<file path="config.mk">
export PLATFORM = sky130hd
export DESIGN_NAME = gbs_ram
export DESIGN_NICKNAME = d
export VERILOG_FILES = /design/src/hw/rtl/gbs_ram.sv
export SDC_FILE = /design/constraint.sdc
export NUM_CORES = 1
export LEC_CHECK = 0
export ABC_CLOCK_PERIOD_IN_PS = 2000
export BUFFER_PORTS_ARGS = -buffer_cell sky130_fd_sc_hd__buf_2
export CAP_MARGIN = 10
export CORE_MARGIN = 2
export CORE_UTILIZATION = 45
export DETAILED_ROUTE_END_ITERATION = 10
export GPL_TIMING_DRIVEN = 0
export PLACE_DENSITY = 0.7
export SYNTH_ARGS = -nofsm -noshare
export SYNTH_HDL_FRONTEND = slang
export SYNTH_SLANG_ARGS = --single-unit
</file>
<file path="constraint.sdc">
create_clock -name i_clk -period 2 [get_ports i_clk]
set_input_delay 0.3 -clock i_clk [delete_from_list [all_inputs] [get_ports i_clk]]
set_output_delay 0.3 -clock i_clk [all_outputs]
set_load 0.05 [all_outputs]
</file>
<file path="src/hw/rtl/gbs_ram.sv">
// gbs_ram: generic single write, single read ram with registered read data
// no dependencies
module gbs_ram #(
    parameter int Width = 8,
    parameter int Depth = 64
) (
    input  logic                     i_clk,
    input  logic                     i_we,
    input  logic [$clog2(Depth)-1:0] i_waddr,
    input  logic [Width-1:0]         i_wdata,
    input  logic [$clog2(Depth)-1:0] i_raddr,
    output logic [Width-1:0]         o_rdata
);

    logic [Width-1:0] r_mem [Depth];
    logic [Width-1:0] r_rdata;

    always_ff @(posedge i_clk) begin
        if (i_we) begin
            r_mem[i_waddr] <= i_wdata;
        end
        r_rdata <= r_mem[i_raddr];
    end

    assign o_rdata = r_rdata;

endmodule

</file>
==> impl_metrics.json <==
{
  "worstPathMaxFanout": 10,
  "yosysMostFrequentCell": "edfxtp_1",
  "final_nets": 1041,
  "p_leak_nw": 7.04,
  "fin_skew_ps": 6.96,
  "fin_ws_ps": -169,
  "synth-async-reset-ratio": 0,
  "finalHoldViolCount": 0,
  "clock_path_buffers": 3,
  "arrival_ps": 2370,
  "clockRootBuffer": "clkbuf_16",
  "dp_hpwl_um": 29200,
  "ys_ff_latch": 520,
  "grt_pass1_wl_um": 68000,
  "synth_top_area_share": 0.762,
  "yosysSeqAreaShare": 0.770,
  "ir_worst_vdd_uv": 564,
  "worst-setup-path-type": "in -> reg",
  "ys_types": 40,
  "rsz0062_at_grt": "yes",
  "synth_edf_count": 512,
  "grtUsageTotal": 0.204,
  "drt_first_pass_iters": 5,
  "synthTopCellsByCount": "edfxtp_1 (512), mux4_2 (126), nor2_1 (83), mux2i_1 (23), nand2_1 (19)",
  "clk_pin_slew_ps": 60,
  "tritoncts": "built",
  "port-buffer-count": 21,
  "status": "complete, but fails checks",
  "grt_max_degree": 65,
  "fillers": 3373,
  "endpoint_kind": "flip-flop",
  "synth_ff_type": "edfxtp_1",
  "final_core_util": 0.516,
  "setup_viol": 72,
  "first_global_vias": 9916,
  "dieHeight_um": 216,
  "initialDrtViolationCount": 1322,
  "post_cts_buffers": 0,
  "fin_crit_ps": 2170,
  "ios": 30,
  "ant_nets": 0,
  "cts_max_level": 2,
  "cpLargestDelayFamily": "simple AND/OR/NAND/NOR gates",
  "hold_class": "in -> reg",
  "cp.buffers_inverters": 1,
  "fp.coreArea_sq_um": 44200,
  "cts_sinks": 520,
  "fmaxAchievable_mhz": 461,
  "max-cap-violations": 0,
  "cts_made_buffers": 50,
  "synth_area_leaders": "edfxtp_1 (76%), mux4_2 (14%), nor2_1 (1.5%)",
  "diodes": 0,
  "synthToLayoutAreaGrowth_pct": 13.1,
  "worst_slew_pin_slew_ps": 1240,
  "hold_ws_ps": 129,
  "crit_chain": "clkbuf_1, nand4_1, nor2_1",
  "netlist_area_sq_um": 20200,
  "clock_latency_ps": 570,
  "violations": "setup timing",
  "start_util": 0.456,
  "cts_hold_buf": 0,
  "place.gp.congestion": 0.894,
  "crit_required_ps": 2200,
  "num_vias": 9871,
  "dieArea_sq_um": 46500,
  "worst_path_max_delay_cell": "nor2_1",
  "rows": 77,
  "postSynthCellCount": 940,
  "fin_crit_sh": 1.08,
  "syn_nets": 962,
  "wl_per_cell_um": 28.4,
  "power_density_nw_per_um2": 973,
  "gr-total-overflow": 0,
  "drc": 0,
  "cpPeakStageDelay_ps": 960,
  "antenna_found_initial": 1,
  "drv_slew": 0,
  "synth_warnings": 0,
  "finalWirelength_um": 46800,
  "synth_area_leader_cell": "edfxtp_1",
  "layout-drive-gt1-share": 0.287,
  "dieWidth_um": 216,
  "routed_via_density": 5.99,
  "avgSynthCellArea_sq_um": 21.5,
  "setup.worst_path.start_class": "primary input",
  "slew_headroom": 0.174
}
[flip-flops by register name (all words and copies together) (netlist names)]
signal	cells
o_rdata	8
r_mem	512
[worst paths after layout]
path	from	depth (start not counted)	slack [ps]	endpoint
max	i_waddr[1]	3	-170	r_mem[63][4]$_DFFE_PP_
min	i_wdata[5]	1	130	r_mem[20][5]$_DFFE_PP_
max reg2reg	r_mem[3][3]$_DFFE_PP_	4	30	o_rdata[3]$_DFF_P_
min reg2reg	r_mem[34][0]$_DFFE_PP_	4	920	o_rdata[0]$_DFF_P_
[cell usage in the layout, fill, tap and decap left out, drive strengths merged, types with 3 or more instances in the layout]
master / instances
o221ai: 8
edfxtp: 512
dfxtp: 8
nor2b: 14
nor3: 7
a211oi: 4
nand2b: 7
nand3: 13
o2111ai: 3
o22ai: 8
o21ai: 4
clkbuf: 83
a221oi: 6
buf: 60
nor2: 83
mux2: 13
o2bb2ai: 3
mux4: 126
clkinvlp: 3
clkinv: 17
mux2i: 23
nand2: 19
a21oi: 3
a22oi: 3
nand3b: 3
[worst register-to-register path, stage by stage (launching register included)]
cell and delay [ps]:
edfxtp_1 370, mux4_2 480, nor2b_1 180, a2111oi_1 580, o41ai_2 210
[cells by family (layout without fill, tap and decap cells)]
family                 Yosys count  after routing  synth area share
AO/OA/AOI/OAI                   54             54            0.0207
flip-flops                     520            520             0.770
AND/OR/NAND/NOR                153            153            0.0339
multiplexers                   162            162             0.159
buffers and inverters           51            166            0.0157
[per-layer routing]
layer,vias up,track usage,wire (um)
li1,4095,-,-
met2,518,0.323,22300
met3,90,0.0474,4620
met1,5166,0.281,18400
met4,2,0.0701,1490
met5,-,0,16
[final cells by class]
cell class | instances | area, sq um | area share
well taps | 592 | 741 | 0.0325
plain buffers | 51 | 367 | 0.0161
multi-input cells | 369 | 4480 | 0.196
clock buffers | 65 | 1330 | 0.0583
flip-flops and latches | 520 | 15500 | 0.681
clock inverters | 23 | 161 | 0.00708
repair buffers | 27 | 195 | 0.00856
[power by group]
group          leakage [nW]  internal (mW)  switching, mW
Clock                 0.717           4.92           3.87
Combinational          1.65          0.467          0.859
Sequential             4.67           12.1         0.0206
Total                  7.04           17.4           4.74
[through the flow]
stage                     cells  power, mW  instance area (sq um)  worst slack [ps]  setup TNS [ps]
after floorplan             940       13.0                  20200              32.3               0
after global placement     1553       13.5                  21000             -1210         -184540
after detailed placement   1553       13.6                  21000             -1250         -212930
after CTS                  1641       22.2                  22600             -7.42           -48.2
after global routing       1647       22.7                  22800              -127           -6240
final                      1647       22.2                  22800              -169           -5750
[repair_timing]
action / in CTS / in global routing
gates resized for setup: 30 / 36
pin swaps: 1 / 1
endpoints found under the setup margin: 16 / 156
Power figures use the tool's default switching activity.
