**src/hw/rtl/gbs_pkg.sv**
```systemverilog
// gbs_pkg: shared constants and types for the greedy box suppression core
// no dependencies; used by gbs_front, gbs_back and greedy_box_suppression_core
package gbs_pkg;

    localparam int MAX_BOXES_DEF = 64;
    localparam int CNT_W         = 7;   // holds a box count up to 64
    localparam int COORD_W       = 16;
    localparam int SCORE_W       = 16;
    localparam int LABEL_W       = 8;
    localparam int THR_W         = 9;
    localparam int CFG_IDX_W     = 2;

    localparam logic [CFG_IDX_W-1:0] CFG_IOU_THRESHOLD = 2'd0;
    localparam logic [CFG_IDX_W-1:0] CFG_OVERLAP_MODE  = 2'd1;

    localparam logic [THR_W-1:0] THR_RESET = 9'd128;

    localparam logic MODE_UNION   = 1'b0;
    localparam logic MODE_SMALLER = 1'b1;

    typedef struct packed {
        logic [CNT_W-1:0] count;
        logic             dropped;
    } t_cmd;

endpackage

```
**src/hw/rtl/gbs_front.sv**
```systemverilog
// gbs_front: accepts box beats, writes them to the box stores, closes a set
// depends on gbs_pkg; hands a set command to gbs_back through a one-entry queue
module gbs_front #(
    parameter int MaxBoxes = gbs_pkg::MAX_BOXES_DEF
) (
    input  logic                                 i_clk,
    input  logic                                 i_rst_n,
    input  logic                                 i_valid,
    output logic                                 o_ready,
    input  logic                                 i_last_box,
    output logic                                 o_we,
    output logic [$clog2(MaxBoxes)-1:0]          o_waddr,
    output logic                                 o_cmd_valid,
    output gbs_pkg::t_cmd                        o_cmd,
    input  logic                                 i_cmd_pop,
    input  logic                                 i_set_done
);

    localparam int AW = $clog2(MaxBoxes);

    logic [gbs_pkg::CNT_W-1:0] r_count;
    logic                      r_dropped;
    logic                      r_hold;
    logic                      r_cmd_valid;
    gbs_pkg::t_cmd             r_cmd;
    logic                      w_accept;
    logic                      w_room;
    logic [gbs_pkg::CNT_W-1:0] n_count;
    logic                      n_dropped;

    assign o_ready  = !r_hold;
    assign w_accept = i_valid && !r_hold;
    assign w_room   = r_count < gbs_pkg::CNT_W'(MaxBoxes);
    assign o_we     = w_accept && w_room;
    assign o_waddr  = r_count[AW-1:0];

    always_comb begin
        n_count   = r_count;
        n_dropped = r_dropped;
        if (w_room) begin
            n_count = r_count + 1'b1;
        end else begin
            n_dropped = 1'b1;
        end
    end

    always_ff @(posedge i_clk) begin
        if (!i_rst_n) begin
            r_count     <= '0;
            r_dropped   <= 1'b0;
            r_hold      <= 1'b0;
            r_cmd_valid <= 1'b0;
        end else begin
            if (i_cmd_pop) begin
                r_cmd_valid <= 1'b0;
            end
            if (i_set_done) begin
                r_hold <= 1'b0;
            end
            if (w_accept) begin
                if (i_last_box) begin
                    r_cmd_valid   <= 1'b1;
                    r_cmd.count   <= n_count;
                    r_cmd.dropped <= n_dropped;
                    r_hold        <= 1'b1;
                    r_count       <= '0;
                    r_dropped     <= 1'b0;
                end else begin
                    r_count   <= n_count;
                    r_dropped <= n_dropped;
                end
            end
        end
    end

    assign o_cmd_valid = r_cmd_valid;
    assign o_cmd       = r_cmd;

endmodule

```
**config.mk**
```make
export PLATFORM = sky130hd
export DESIGN_NAME = gbs_front
export DESIGN_NICKNAME = d
export VERILOG_FILES = /design/src/hw/rtl/gbs_pkg.sv /design/src/hw/rtl/gbs_front.sv
export SDC_FILE = /design/constraint.sdc
export NUM_CORES = 1
export LEC_CHECK = 0
export ABC_CLOCK_PERIOD_IN_PS = 3690
export BUFFER_PORTS_ARGS = -buffer_cell sky130_fd_sc_hd__buf_4
export CORE_MARGIN = 2
export CORE_UTILIZATION = 52
export DETAILED_ROUTE_END_ITERATION = 12
export PLACE_DENSITY = 0.77
export SLEW_MARGIN = 20
export SYNTH_ARGS = -nofsm -noshare
export SYNTH_HDL_FRONTEND = slang
export SYNTH_SLANG_ARGS = --single-unit
export TNS_END_PERCENT = 1
```
**constraint.sdc**
```tcl
create_clock -name i_clk -period 3.69 [get_ports i_clk]
set_input_delay 0.5535 -clock i_clk [delete_from_list [all_inputs] [get_ports i_clk]]
set_output_delay 0.5535 -clock i_clk [all_outputs]
set_load 0.005 [all_outputs]
```
==> impl_metrics.json <==
{
  "synth_edf_count": 8,
  "worstSetupPathType": "flop to output port",
  "syn_to_final_growth_pct": 20.1,
  "rsz0062_at_grt": "no",
  "setup_viol": 0,
  "dp.cells": 104,
  "gr-usage-all-layers": 0.161,
  "wirelength_um": 1410,
  "ir_drop_mv": 0.216,
  "root_buffer": "clkbuf_4",
  "io_buffer_count": 22,
  "antenna_found_initial": 0,
  "die_w_um": 43.3,
  "drc": 0,
  "start_util": 0.546,
  "ant_nets": 0,
  "hpwlAfterDp_um": 1020,
  "layout_common_cells": "22 x buf_4, 10 x dfxtp_1, 8 x a21oi_1, 8 x edfxtp_1, 7 x nor2_1",
  "crit_chain": "nand2b_1 -> nor2_1 -> buf_4",
  "dieArea_um2": 1880,
  "drv_slew": 0,
  "cts_made_buffers": 3,
  "fmaxAchievable_ghz": 0.576,
  "grt_max_degree": 11,
  "layout-drive-gt1-share": 0.337,
  "status": "completed",
  "die_y_um": 43.3,
  "synthFlopType": "dfxtp_1",
  "ys_top_cells_by_area": "edfxtp_1 30%, dfxtp_1 25%, buf_4 5.6%",
  "synth_async_sr_flop_share": 0,
  "cpPeakStageDelay_ps": 370,
  "grt_pass1_wl_um": 2210,
  "clock_latency_ps": 290,
  "vias_per_cell": 5.47,
  "p_total_mw": 0.362,
  "timing.max_cap.violations": 0,
  "cp_slowest_cell": "dfxtp_1",
  "finalHoldViolCount": 0,
  "power_density_nw_per_um2": 375,
  "syn_area_per_cell_um2": 10.9,
  "period_share": 0.470,
  "synth-seq-cells": 18,
  "clk_pin_slew_worst_paths_ps": 90,
  "grt_overflow": 0,
  "path_delay_family": "simple AND/OR/NAND/NOR gates",
  "drt_pass1_iterations": 4,
  "ys_types": 29,
  "rows": 14,
  "gp_congestion": 0.826,
  "final_common_cell": "buf_4",
  "ioPinCount": 23,
  "required_ps": 3140,
  "cts_sinks": 18,
  "drt_iter0_drc": 25,
  "cp-start-kind": "flop",
  "cp_max_fo": 9,
  "syn_nets": 81,
  "hp-class": "flop to flop",
  "setup_tns_ps": 0,
  "htreeDepth": 1,
  "synth_top_area_frac": 0.299,
  "via_count": 591,
  "post_cts_buffers": 0,
  "fin_crit_ps": 1740,
  "slew_headroom": 0.548,
  "hold_buffers": 0,
  "wl_per_cell_um": 13.1,
  "yosys_warnings": 0,
  "syn_inst": 74,
  "ys_seq_area_frac": 0.548,
  "grt_pass1_vias": 505,
  "postLayoutCoreUtil": 0.656,
  "finalClockSkew_ps": 5.50,
  "critPathArrivalTime_ps": 1180,
  "n_antenna_cell": 0,
  "cts.repair.resized": 0,
  "p_leak_nw": 0.393,
  "crit_buf_inv": 1,
  "yosys.area.top_type": "edfxtp_1",
  "post_synth_instance_area_um2": 803,
  "critPathCaptureType": "output port",
  "worst-slew-pin-transition_ps": 675,
  "final_cells": 108,
  "core_area_um2": 1470,
  "final_nets": 100,
  "clock_path_buffers": 2,
  "cts_tree": "built"
}
## where the power goes
| group | switching (mW) | leakage (nW) | total (mW) | internal (mW) |
|---|---|---|---|---|
| clock | 0.0583 | 0.0210 | 0.118 | 0.0601 |
| sequential | 0.00263 | 0.150 | 0.215 | 0.212 |
| combinational | 0.0140 | 0.222 | 0.0282 | 0.0142 |
## state kept, by name, indices dropped and copies added, names as in the netlist
register     count
o_cmd_valid      1
r_count          7
o_cmd            8
r_hold           1
r_dropped        1
## stage by stage
step	area, um2	worst slack (ps)	hold slack [ps]
after floorplan	803	2030	429
after global placement	928	1750	466
after detailed placement	928	1710	458
after CTS	965	1950	485
after global routing	965	1870	515
final	965	1950	489
## cell usage after synthesis, drive strengths merged (2+ instances only)
master	instances
a22oi	3
nor2	7
nand2	4
xnor2	4
nand3b	2
edfxtp	8
o21ai	2
buf	7
nand2b	4
dfxtp	10
a21oi	8
## worst min-delay path: cells and delay by family (launching register included)
kind            cells  cell delay [ps]
compound gates      1               40
flops               1              340
simple gates        1               80
## path summary, 6_finish.rpt
kind | from | endpoint | slack (ps) | cells after the start
hold / removal | r_dropped | r_dropped | 490 | 2
hold reg to reg | r_dropped | r_dropped | 490 | 2
setup / recovery | r_hold | o_we | 1950 | 3
setup reg to reg | r_hold | o_cmd[4] | 2020 | 3
## per-layer routing
| metal | part of all wire | vias up | track usage |
|---|---|---|---|
| li1 | - | 287 | - |
| met1 | 0.41 | 274 | 0.210 |
| met4 | 0.016 | 0 | 0.0909 |
| met3 | 0.076 | 4 | 0.0298 |
| met2 | 0.50 | 26 | 0.251 |
| met5 | 0 | - | 0 |
## cells by family after synthesis
family                     synth area share
muxes                                0.0140
AOI/OAI and AO/OA                     0.115
DFF                                   0.548
xor gates and xnor gates             0.0545
buffers and inverters                0.0841
adders and majority gates            0.0156
and+or+nand+nor                       0.168
## area by class of cell
class                   instances  area (um2)
multi-input cells              46         295
inverters                       2        7.51
fillers                       123         507
flip-flops and latches         18         440
well taps                      16        20.0
repair buffers                 22         165
clock buffers                   4        36.3
Note: power is estimated with default switching activity, not from simulation.
