[config.mk]
export PLATFORM = sky130hd
export DESIGN_NAME = gbs_back
export DESIGN_NICKNAME = d
export VERILOG_FILES = /design/src/hw/rtl/gbs_pkg.sv /design/src/hw/rtl/gbs_back.sv
export SDC_FILE = /design/constraint.sdc
export NUM_CORES = 2
export LEC_CHECK = 0
export BUFFER_PORTS_ARGS = -buffer_cell sky130_fd_sc_hd__buf_2
export CAP_MARGIN = 20
export CORE_MARGIN = 8
export CORE_UTILIZATION = 59
export DETAILED_ROUTE_END_ITERATION = 8
export GPL_TIMING_DRIVEN = 0
export PLACE_DENSITY = 0.85
export SLEW_MARGIN = 20
export SYNTH_ARGS = -nofsm -noshare
export SYNTH_HDL_FRONTEND = slang
export SYNTH_SLANG_ARGS = --single-unit
[constraint.sdc]
create_clock -name i_clk -period 8.01 [get_ports i_clk]
set_clock_uncertainty 0.15 [all_clocks]
set_input_delay 0.801 -clock i_clk [delete_from_list [all_inputs] [get_ports i_clk]]
set_output_delay 0.801 -clock i_clk [all_outputs]
set_load 0.005 [all_outputs]
[src/hw/rtl/gbs_pkg.sv]
// gbs_pkg: shared constants and types for the greedy box suppression core
// no dependencies; used by gbs_front, gbs_back and greedy_box_suppression_core
package gbs_pkg;

    localparam int MAX_BOXES_DEF = 64;
    localparam int CNT_W         = 7;   // holds a box count up to 64
    localparam int COORD_W       = 16;
    localparam int SCORE_W       = 16;
    localparam int LABEL_W       = 8;
    localparam int THR_W         = 9;
    localparam int CFG_IDX_W     = 2;

    localparam logic [CFG_IDX_W-1:0] CFG_IOU_THRESHOLD = 2'd0;
    localparam logic [CFG_IDX_W-1:0] CFG_OVERLAP_MODE  = 2'd1;

    localparam logic [THR_W-1:0] THR_RESET = 9'd128;

    localparam logic MODE_UNION   = 1'b0;
    localparam logic MODE_SMALLER = 1'b1;

    typedef struct packed {
        logic [CNT_W-1:0] count;
        logic             dropped;
    } t_cmd;

endpackage

[src/hw/rtl/gbs_back.sv]
// gbs_back: pick scan, overlap suppression pipeline and result register
// depends on gbs_pkg; reads the box stores, takes set commands from gbs_front
module gbs_back #(
    parameter int MaxBoxes = gbs_pkg::MAX_BOXES_DEF
) (
    input  logic                                 i_clk,
    input  logic                                 i_rst_n,
    input  logic                                 i_cmd_valid,
    input  gbs_pkg::t_cmd                        i_cmd,
    output logic                                 o_cmd_pop,
    output logic                                 o_set_done,
    input  logic [gbs_pkg::THR_W-1:0]            i_thr,
    input  logic                                 i_mode,
    output logic [$clog2(MaxBoxes)-1:0]          o_raddr,
    input  logic [4*gbs_pkg::COORD_W-1:0]        i_coord,
    input  logic [gbs_pkg::SCORE_W+gbs_pkg::LABEL_W-1:0] i_sl,
    output logic                                 o_valid,
    input  logic                                 i_ready,
    output logic signed [gbs_pkg::COORD_W-1:0]   o_x1,
    output logic signed [gbs_pkg::COORD_W-1:0]   o_y1,
    output logic signed [gbs_pkg::COORD_W-1:0]   o_x2,
    output logic signed [gbs_pkg::COORD_W-1:0]   o_y2,
    output logic [gbs_pkg::SCORE_W-1:0]          o_score,
    output logic [gbs_pkg::LABEL_W-1:0]          o_label,
    output logic                                 o_last,
    output logic                                 o_overflow
);

    localparam int AW = $clog2(MaxBoxes);
    localparam int CW = gbs_pkg::CNT_W;

    typedef enum logic [2:0] {
        S_IDLE, S_SCAN, S_PICK, S_LOAD, S_AREA, S_SUPP, S_EMIT
    } t_state;

    t_state r_state;

    logic [MaxBoxes-1:0] r_live;
    logic [CW-1:0]       r_cnt;
    logic                r_dropped;
    logic [CW-1:0]       r_iss;
    logic                r_found;
    logic [AW-1:0]       r_best;
    logic [gbs_pkg::SCORE_W-1:0] r_best_score;

    logic signed [15:0] r_px1, r_py1, r_px2, r_py2;
    logic [gbs_pkg::SCORE_W-1:0] r_pscore;
    logic [gbs_pkg::LABEL_W-1:0] r_plabel;
    logic signed [33:0] r_parea;

    // pipeline stage valids and indexes
    logic          r_va, r_vb, r_vc, r_vd;
    logic [AW-1:0] r_ia, r_ib, r_ic, r_id;

    logic [16:0]        r_iw, r_ih;
    logic signed [16:0] r_dx, r_dy;
    logic [33:0]        r_inter_b;
    logic signed [33:0] r_area_b;
    logic [33:0]        r_inter_c;
    logic signed [35:0] r_den;

    logic r_ovalid;
    logic signed [15:0] r_ox1, r_oy1, r_ox2, r_oy2;
    logic [gbs_pkg::SCORE_W-1:0] r_oscore;
    logic [gbs_pkg::LABEL_W-1:0] r_olabel;
    logic r_olast, r_oovf;

    logic signed [15:0] w_jx1, w_jy1, w_jx2, w_jy2;
    logic signed [15:0] w_lx, w_ty, w_rx, w_by;
    logic signed [17:0] w_iw, w_ih;
    logic [gbs_pkg::SCORE_W-1:0] w_s;
    logic               w_issue;
    logic signed [35:0] w_inter_s, w_ap, w_aj;
    logic [44:0]        w_rhs, w_lhs;
    logic               w_kill;
    logic [MaxBoxes-1:0] w_init;
    logic               w_oslot;

    assign w_jx1 = signed'(i_coord[15:0]);
    assign w_jy1 = signed'(i_coord[31:16]);
    assign w_jx2 = signed'(i_coord[47:32]);
    assign w_jy2 = signed'(i_coord[63:48]);
    assign w_s   = i_sl[gbs_pkg::SCORE_W+gbs_pkg::LABEL_W-1:gbs_pkg::LABEL_W];

    assign w_lx = (w_jx1 > r_px1) ? w_jx1 : r_px1;
    assign w_ty = (w_jy1 > r_py1) ? w_jy1 : r_py1;
    assign w_rx = (w_jx2 < r_px2) ? w_jx2 : r_px2;
    assign w_by = (w_jy2 < r_py2) ? w_jy2 : r_py2;
    assign w_iw = 18'(w_rx) - 18'(w_lx) + 18'sd1;
    assign w_ih = 18'(w_by) - 18'(w_ty) + 18'sd1;

    assign w_issue = r_iss < r_cnt;
    assign o_raddr = (r_state == S_PICK) ? r_best : r_iss[AW-1:0];

    assign w_inter_s = signed'(36'(r_inter_b));
    assign w_ap      = 36'(r_parea);
    assign w_aj      = 36'(r_area_b);

    assign w_lhs = 45'({r_inter_c, 8'd0});
    assign w_rhs = 45'(r_den[34:0]) * 45'(i_thr);

    always_comb begin
        if (r_den > 36'sd0) begin
            w_kill = w_lhs > w_rhs;
        end else if (r_den == 36'sd0) begin
            w_kill = r_inter_c != '0;
        end else begin
            w_kill = 1'b0;
        end
    end

    always_comb begin
        for (int k = 0; k < MaxBoxes; k++) begin
            w_init[k] = CW'(k) < i_cmd.count;
        end
    end

    assign w_oslot    = !r_ovalid || i_ready;
    assign o_cmd_pop  = (r_state == S_IDLE) && i_cmd_valid;
    assign o_set_done = ((r_state == S_IDLE) && i_cmd_valid && (w_init == '0)) ||
                        ((r_state == S_EMIT) && w_oslot && (r_live == '0));

    always_ff @(posedge i_clk) begin
        if (!i_rst_n) begin
            r_state  <= S_IDLE;
            r_live   <= '0;
            r_va     <= 1'b0;
            r_vb     <= 1'b0;
            r_vc     <= 1'b0;
            r_vd     <= 1'b0;
            r_ovalid <= 1'b0;
            r_found  <= 1'b0;
        end else begin
            if (r_ovalid && i_ready && (r_state != S_EMIT)) begin
                r_ovalid <= 1'b0;
            end
            unique case (r_state)
                S_IDLE: begin
                    if (i_cmd_valid) begin
                        r_live    <= w_init;
                        r_cnt     <= i_cmd.count;
                        r_dropped <= i_cmd.dropped;
                        r_iss     <= '0;
                        r_found   <= 1'b0;
                        r_va      <= 1'b0;
                        if (w_init != '0) begin
                            r_state <= S_SCAN;
                        end
                    end
                end
                S_SCAN: begin
                    if (r_va && r_live[r_ia] && (!r_found || w_s >= r_best_score)) begin
                        r_best       <= r_ia;
                        r_best_score <= w_s;
                        r_found      <= 1'b1;
                    end
                    r_va <= w_issue;
                    r_ia <= r_iss[AW-1:0];
                    if (w_issue) begin
                        r_iss <= r_iss + 1'b1;
                    end else if (!r_va) begin
                        r_state <= S_PICK;
                    end
                end
                S_PICK: begin
                    r_live[r_best] <= 1'b0;
                    r_state        <= S_LOAD;
                end
                S_LOAD: begin
                    r_px1    <= w_jx1;
                    r_py1    <= w_jy1;
                    r_px2    <= w_jx2;
                    r_py2    <= w_jy2;
                    r_pscore <= w_s;
                    r_plabel <= i_sl[gbs_pkg::LABEL_W-1:0];
                    r_state  <= S_AREA;
                end
                S_AREA: begin
                    r_parea <= (17'(r_px2) - 17'(r_px1)) * (17'(r_py2) - 17'(r_py1));
                    r_iss   <= '0;
                    r_va    <= 1'b0;
                    r_vb    <= 1'b0;
                    r_vc    <= 1'b0;
                    r_vd    <= 1'b0;
                    r_state <= S_SUPP;
                end
                S_SUPP: begin
                    r_va <= w_issue;
                    r_ia <= r_iss[AW-1:0];
                    if (w_issue) begin
                        r_iss <= r_iss + 1'b1;
                    end
                    // stage a: edges of the intersection, sides of box j
                    r_vb <= r_va;
                    r_ib <= r_ia;
                    r_iw <= w_iw[17] ? '0 : w_iw[16:0];
                    r_ih <= w_ih[17] ? '0 : w_ih[16:0];
                    r_dx <= 17'(w_jx2) - 17'(w_jx1);
                    r_dy <= 17'(w_jy2) - 17'(w_jy1);
                    // stage b: products
                    r_vc      <= r_vb;
                    r_ic      <= r_ib;
                    r_inter_b <= r_iw * r_ih;
                    r_area_b  <= r_dx * r_dy;
                    // stage c: denominator
                    r_vd      <= r_vc;
                    r_id      <= r_ic;
                    r_inter_c <= r_inter_b;
                    if (i_mode == gbs_pkg::MODE_UNION) begin
                        r_den <= w_ap + w_aj - w_inter_s;
                    end else begin
                        r_den <= (w_ap < w_aj) ? w_ap : w_aj;
                    end
                    // stage d: threshold compare
                    if (r_vd && w_kill) begin
                        r_live[r_id] <= 1'b0;
                    end
                    if (!w_issue && !r_va && !r_vb && !r_vc && !r_vd) begin
                        r_state <= S_EMIT;
                    end
                end
                S_EMIT: begin
                    if (w_oslot) begin
                        r_ovalid <= 1'b1;
                        r_ox1    <= r_px1;
                        r_oy1    <= r_py1;
                        r_ox2    <= r_px2;
                        r_oy2    <= r_py2;
                        r_oscore <= r_pscore;
                        r_olabel <= r_plabel;
                        r_olast  <= r_live == '0;
                        r_oovf   <= r_dropped;
                        r_iss    <= '0;
                        r_found  <= 1'b0;
                        r_va     <= 1'b0;
                        r_state  <= (r_live == '0) ? S_IDLE : S_SCAN;
                    end
                end
                default: r_state <= S_IDLE;
            endcase
        end
    end

    assign o_valid    = r_ovalid;
    assign o_x1       = r_ox1;
    assign o_y1       = r_oy1;
    assign o_x2       = r_ox2;
    assign o_y2       = r_oy2;
    assign o_score    = r_oscore;
    assign o_label    = r_olabel;
    assign o_last     = r_olast;
    assign o_overflow = r_oovf;

endmodule

==> results.toml <==
[sta]
finalSetupViolCount = 18
fmax_ghz = 0.113
period_minus_slack_ns = 8.86
slew_viol_final = 0
fin_ws_ns = -0.846
tightest_slew_ns = 1.23
finalHoldViolCount = 0
slew-limit-headroom_pct = 17.2
rsz0062_at_grt = "true"
fin_crit_sh_pct = 111

[floorplan]
fp.dieH_um = 370
start_util_pct = 59.6
die_w_um = 370
die-area_um2 = 137000
ios = 209
placementRows = 129
core_area_um2 = 124000

[yosys]
async_reset_ff_share_pct = 0
synth-edff-count = 479
syn_area_um2 = 73700
ys_types = 88
yosysSeqAreaShare_pct = 21.5
synthCells = 7676
yosysWarningCount = 0
ys.flop_type = "edfxtp_1"
syn_area_per_cell_um2 = 9.61
syn-num-nets = 9534
synth-seq-cells = 552

[cells_and_area]
fill_cells = 8933
fin_cells = 9844
areaGrowthSynthToFinish_pct = 12.7
final_common_cell = "inv_1"
final_nets = 10001
layout-drive-gt1-share_pct = 12.0
final_cell_mix = "1435 x inv_1, 1071 x fa_1, 873 x nand2_1"

[critical_path]
path_class = "flop to flop"
endpoint_kind = "flop"
critPathRequiredTime_ns = 8.28
crit_slowest_cell = "a211oi_1"
max_stage_delay_ns = 0.68
crit_cells = 30
cp_max_fo = 6
path_buf_inv = 6
arrival_ns = 9.12
ff2ff_path_depth = 30
cp_top_family = "adder cells"
crit_top_cell = "fa_1"
startpoint_type = "flop"

[power]
switching_share_pct = 43.5
leakage_uw = 0.0392
p_int_uw = 10100
switchingPower_uw = 7740
share_comb_of_total_power_pct = 61.7
vdd_drop_max_v = 0.000486
p_seq_share_pct = 20.0
p_per_area_nw_per_um2 = 214
pwr-share-clk_pct = 18.3

[grt]
grt-ovfl-total = 0
grt_antenna_before_repair = 9
grt_pass1_wl_mm = 354
grt_pass1_vias = 61963
grt_max_degree = 62
grt_usage_pct = 33.6

[cts]
cts_tree = "done"
cts-htree-levels = 3
cts.sinks = 552
cts_made_buffers = 68
cts_root_buf = "clkbuf_16"
clock_latency_ns = 0.70
path_clk_slew_ns = 0.06
clock_tree.buffer_depth = 3

[detailed_routing]
wirelength_mm = 238
drc = 2
viasPerCell = 6.12
antenna_left = 0
wl_per_cell_um = 24.2
firstDrtPassIters = 9
first_iter_violations = 6656
vias = 60238

[placement]
dp_cells = 9531
hpwl_mm = 181
io_buffers = 203
dp_slack_ns = -1.68
gp_congestion = 1.03

[outcome]
outcome = "complete, but fails checks"
violations = "DRC, setup timing"

[run]
drv_cap = 0

[hold_path]
hold_path_depth = 1
min_path_type = "input pin to flop"
## cell type report
cell class | instances | area, um^2 | share of cell area (%)
inverters | 1474 | 5540 | 6.67
plain buffers | 239 | 1200 | 1.45
clock inverters | 53 | 637 | 0.766
clock buffers | 73 | 1740 | 2.10
well taps | 1637 | 2050 | 2.47
multi-input cells | 5372 | 53000 | 63.8
flip-flops and latches | 552 | 15800 | 19.1
diodes | 8 | 20.0 | 0.0241
repair buffers | 436 | 3040 | 3.66
## stage by stage
step           hold slack, ns  utilization, %  cell area (um^2)  total power [uW]  TNS, ns
2_1_floorplan           0.250               -             73900              9420  -0.0541
3_3_place_gp            0.250            62.2             76900             11300  -484.91
3_5_place_dp            0.255            62.4             77300             11600  -114.10
4_1_cts                0.0968            65.7             81300             16100    -2.64
5_1_grt                 0.119            67.1             83100             18700   -15.62
6_report                0.139            67.1             83100             17800    -9.44
## state kept, by name (all words and copies together) (netlist names), 17 cells and up
register   count
r_area_b      34
r_den         36
r_dx          17
r_dy          17
r_ih          17
r_inter_b     34
r_inter_c     34
r_iw          17
r_live        64
r_parea       34
## final timing paths
check | to | slack [ns] | start
worst max-delay path | r_parea[31]$_DFFE_PP_ | -0.85 | r_px1[4]$_DFFE_PP_
worst min-delay path | r_plabel[2]$_DFFE_PP_ | 0.14 | i_sl[2]
worst min register to register | o_score[3]$_DFFE_PP_ | 0.26 | r_pscore[3]$_DFFE_PP_
worst max register to register | r_parea[31]$_DFFE_PP_ | -0.85 | r_px1[4]$_DFFE_PP_
## cells in the mapped netlist (all sizes together), types with 71 or more instances
cell type,count,area (um^2)
nand2b,83,519
fa,1089,21800
inv,1474,5530
nand3,87,435
o21ai,175,887
mux2i,140,1400
nand2,890,3340
dfxtp,73,1460
a21o,119,893
and2,421,2630
edfxtp,479,14400
a21oi,286,1440
clkbuf,252,946
xnor2,175,1530
ha,659,8250
nor2,390,1460
xor2,71,622
## per-layer routing
layer	share of wire (%)	track usage [%]	wire length [um]	vias up
li1	-	-	-	25659
met1	35	41.3	84500	29594
met2	46	54.2	109000	3868
met3	11	7.51	25800	1115
met4	7.7	20.2	18400	2
met5	0.0055	0	13	-
## cell families (layout without fill, tap and decap cells)
logic type      after synthesis  after routing  share of synthesized area (%)
simple gates               2215           2215                           14.3
xor+xnor                    246            246                           2.92
mux                         184            184                           2.89
fa+ha+maj                  1748           1748                           40.7
flops                       552            552                           21.5
other cells                   0              8                              0
buf+inv                    1752           2275                           8.95
compound gates              979            979                           8.71
## timing repair
action                                  in CTS  in global routing
hold buffers                                 0                  0
endpoints found under the setup margin      86                 87
gates resized for setup                    211                315
pin swaps                                  118                143
setup buffers                              107                112
## power groups by stage
stage | registers (uW) | logic [uW] | clock network [uW]
5_1_grt | 3560 | 11800 | 3380
6_report | 3560 | 11000 | 3260
4_1_cts | 3550 | 9300 | 3290
3_3_place_gp | 3610 | 7720 | 0
3_5_place_dp | 3610 | 8020 | 0
2_1_floorplan | 3570 | 5850 | 0
Power figures use the tool's default switching activity.
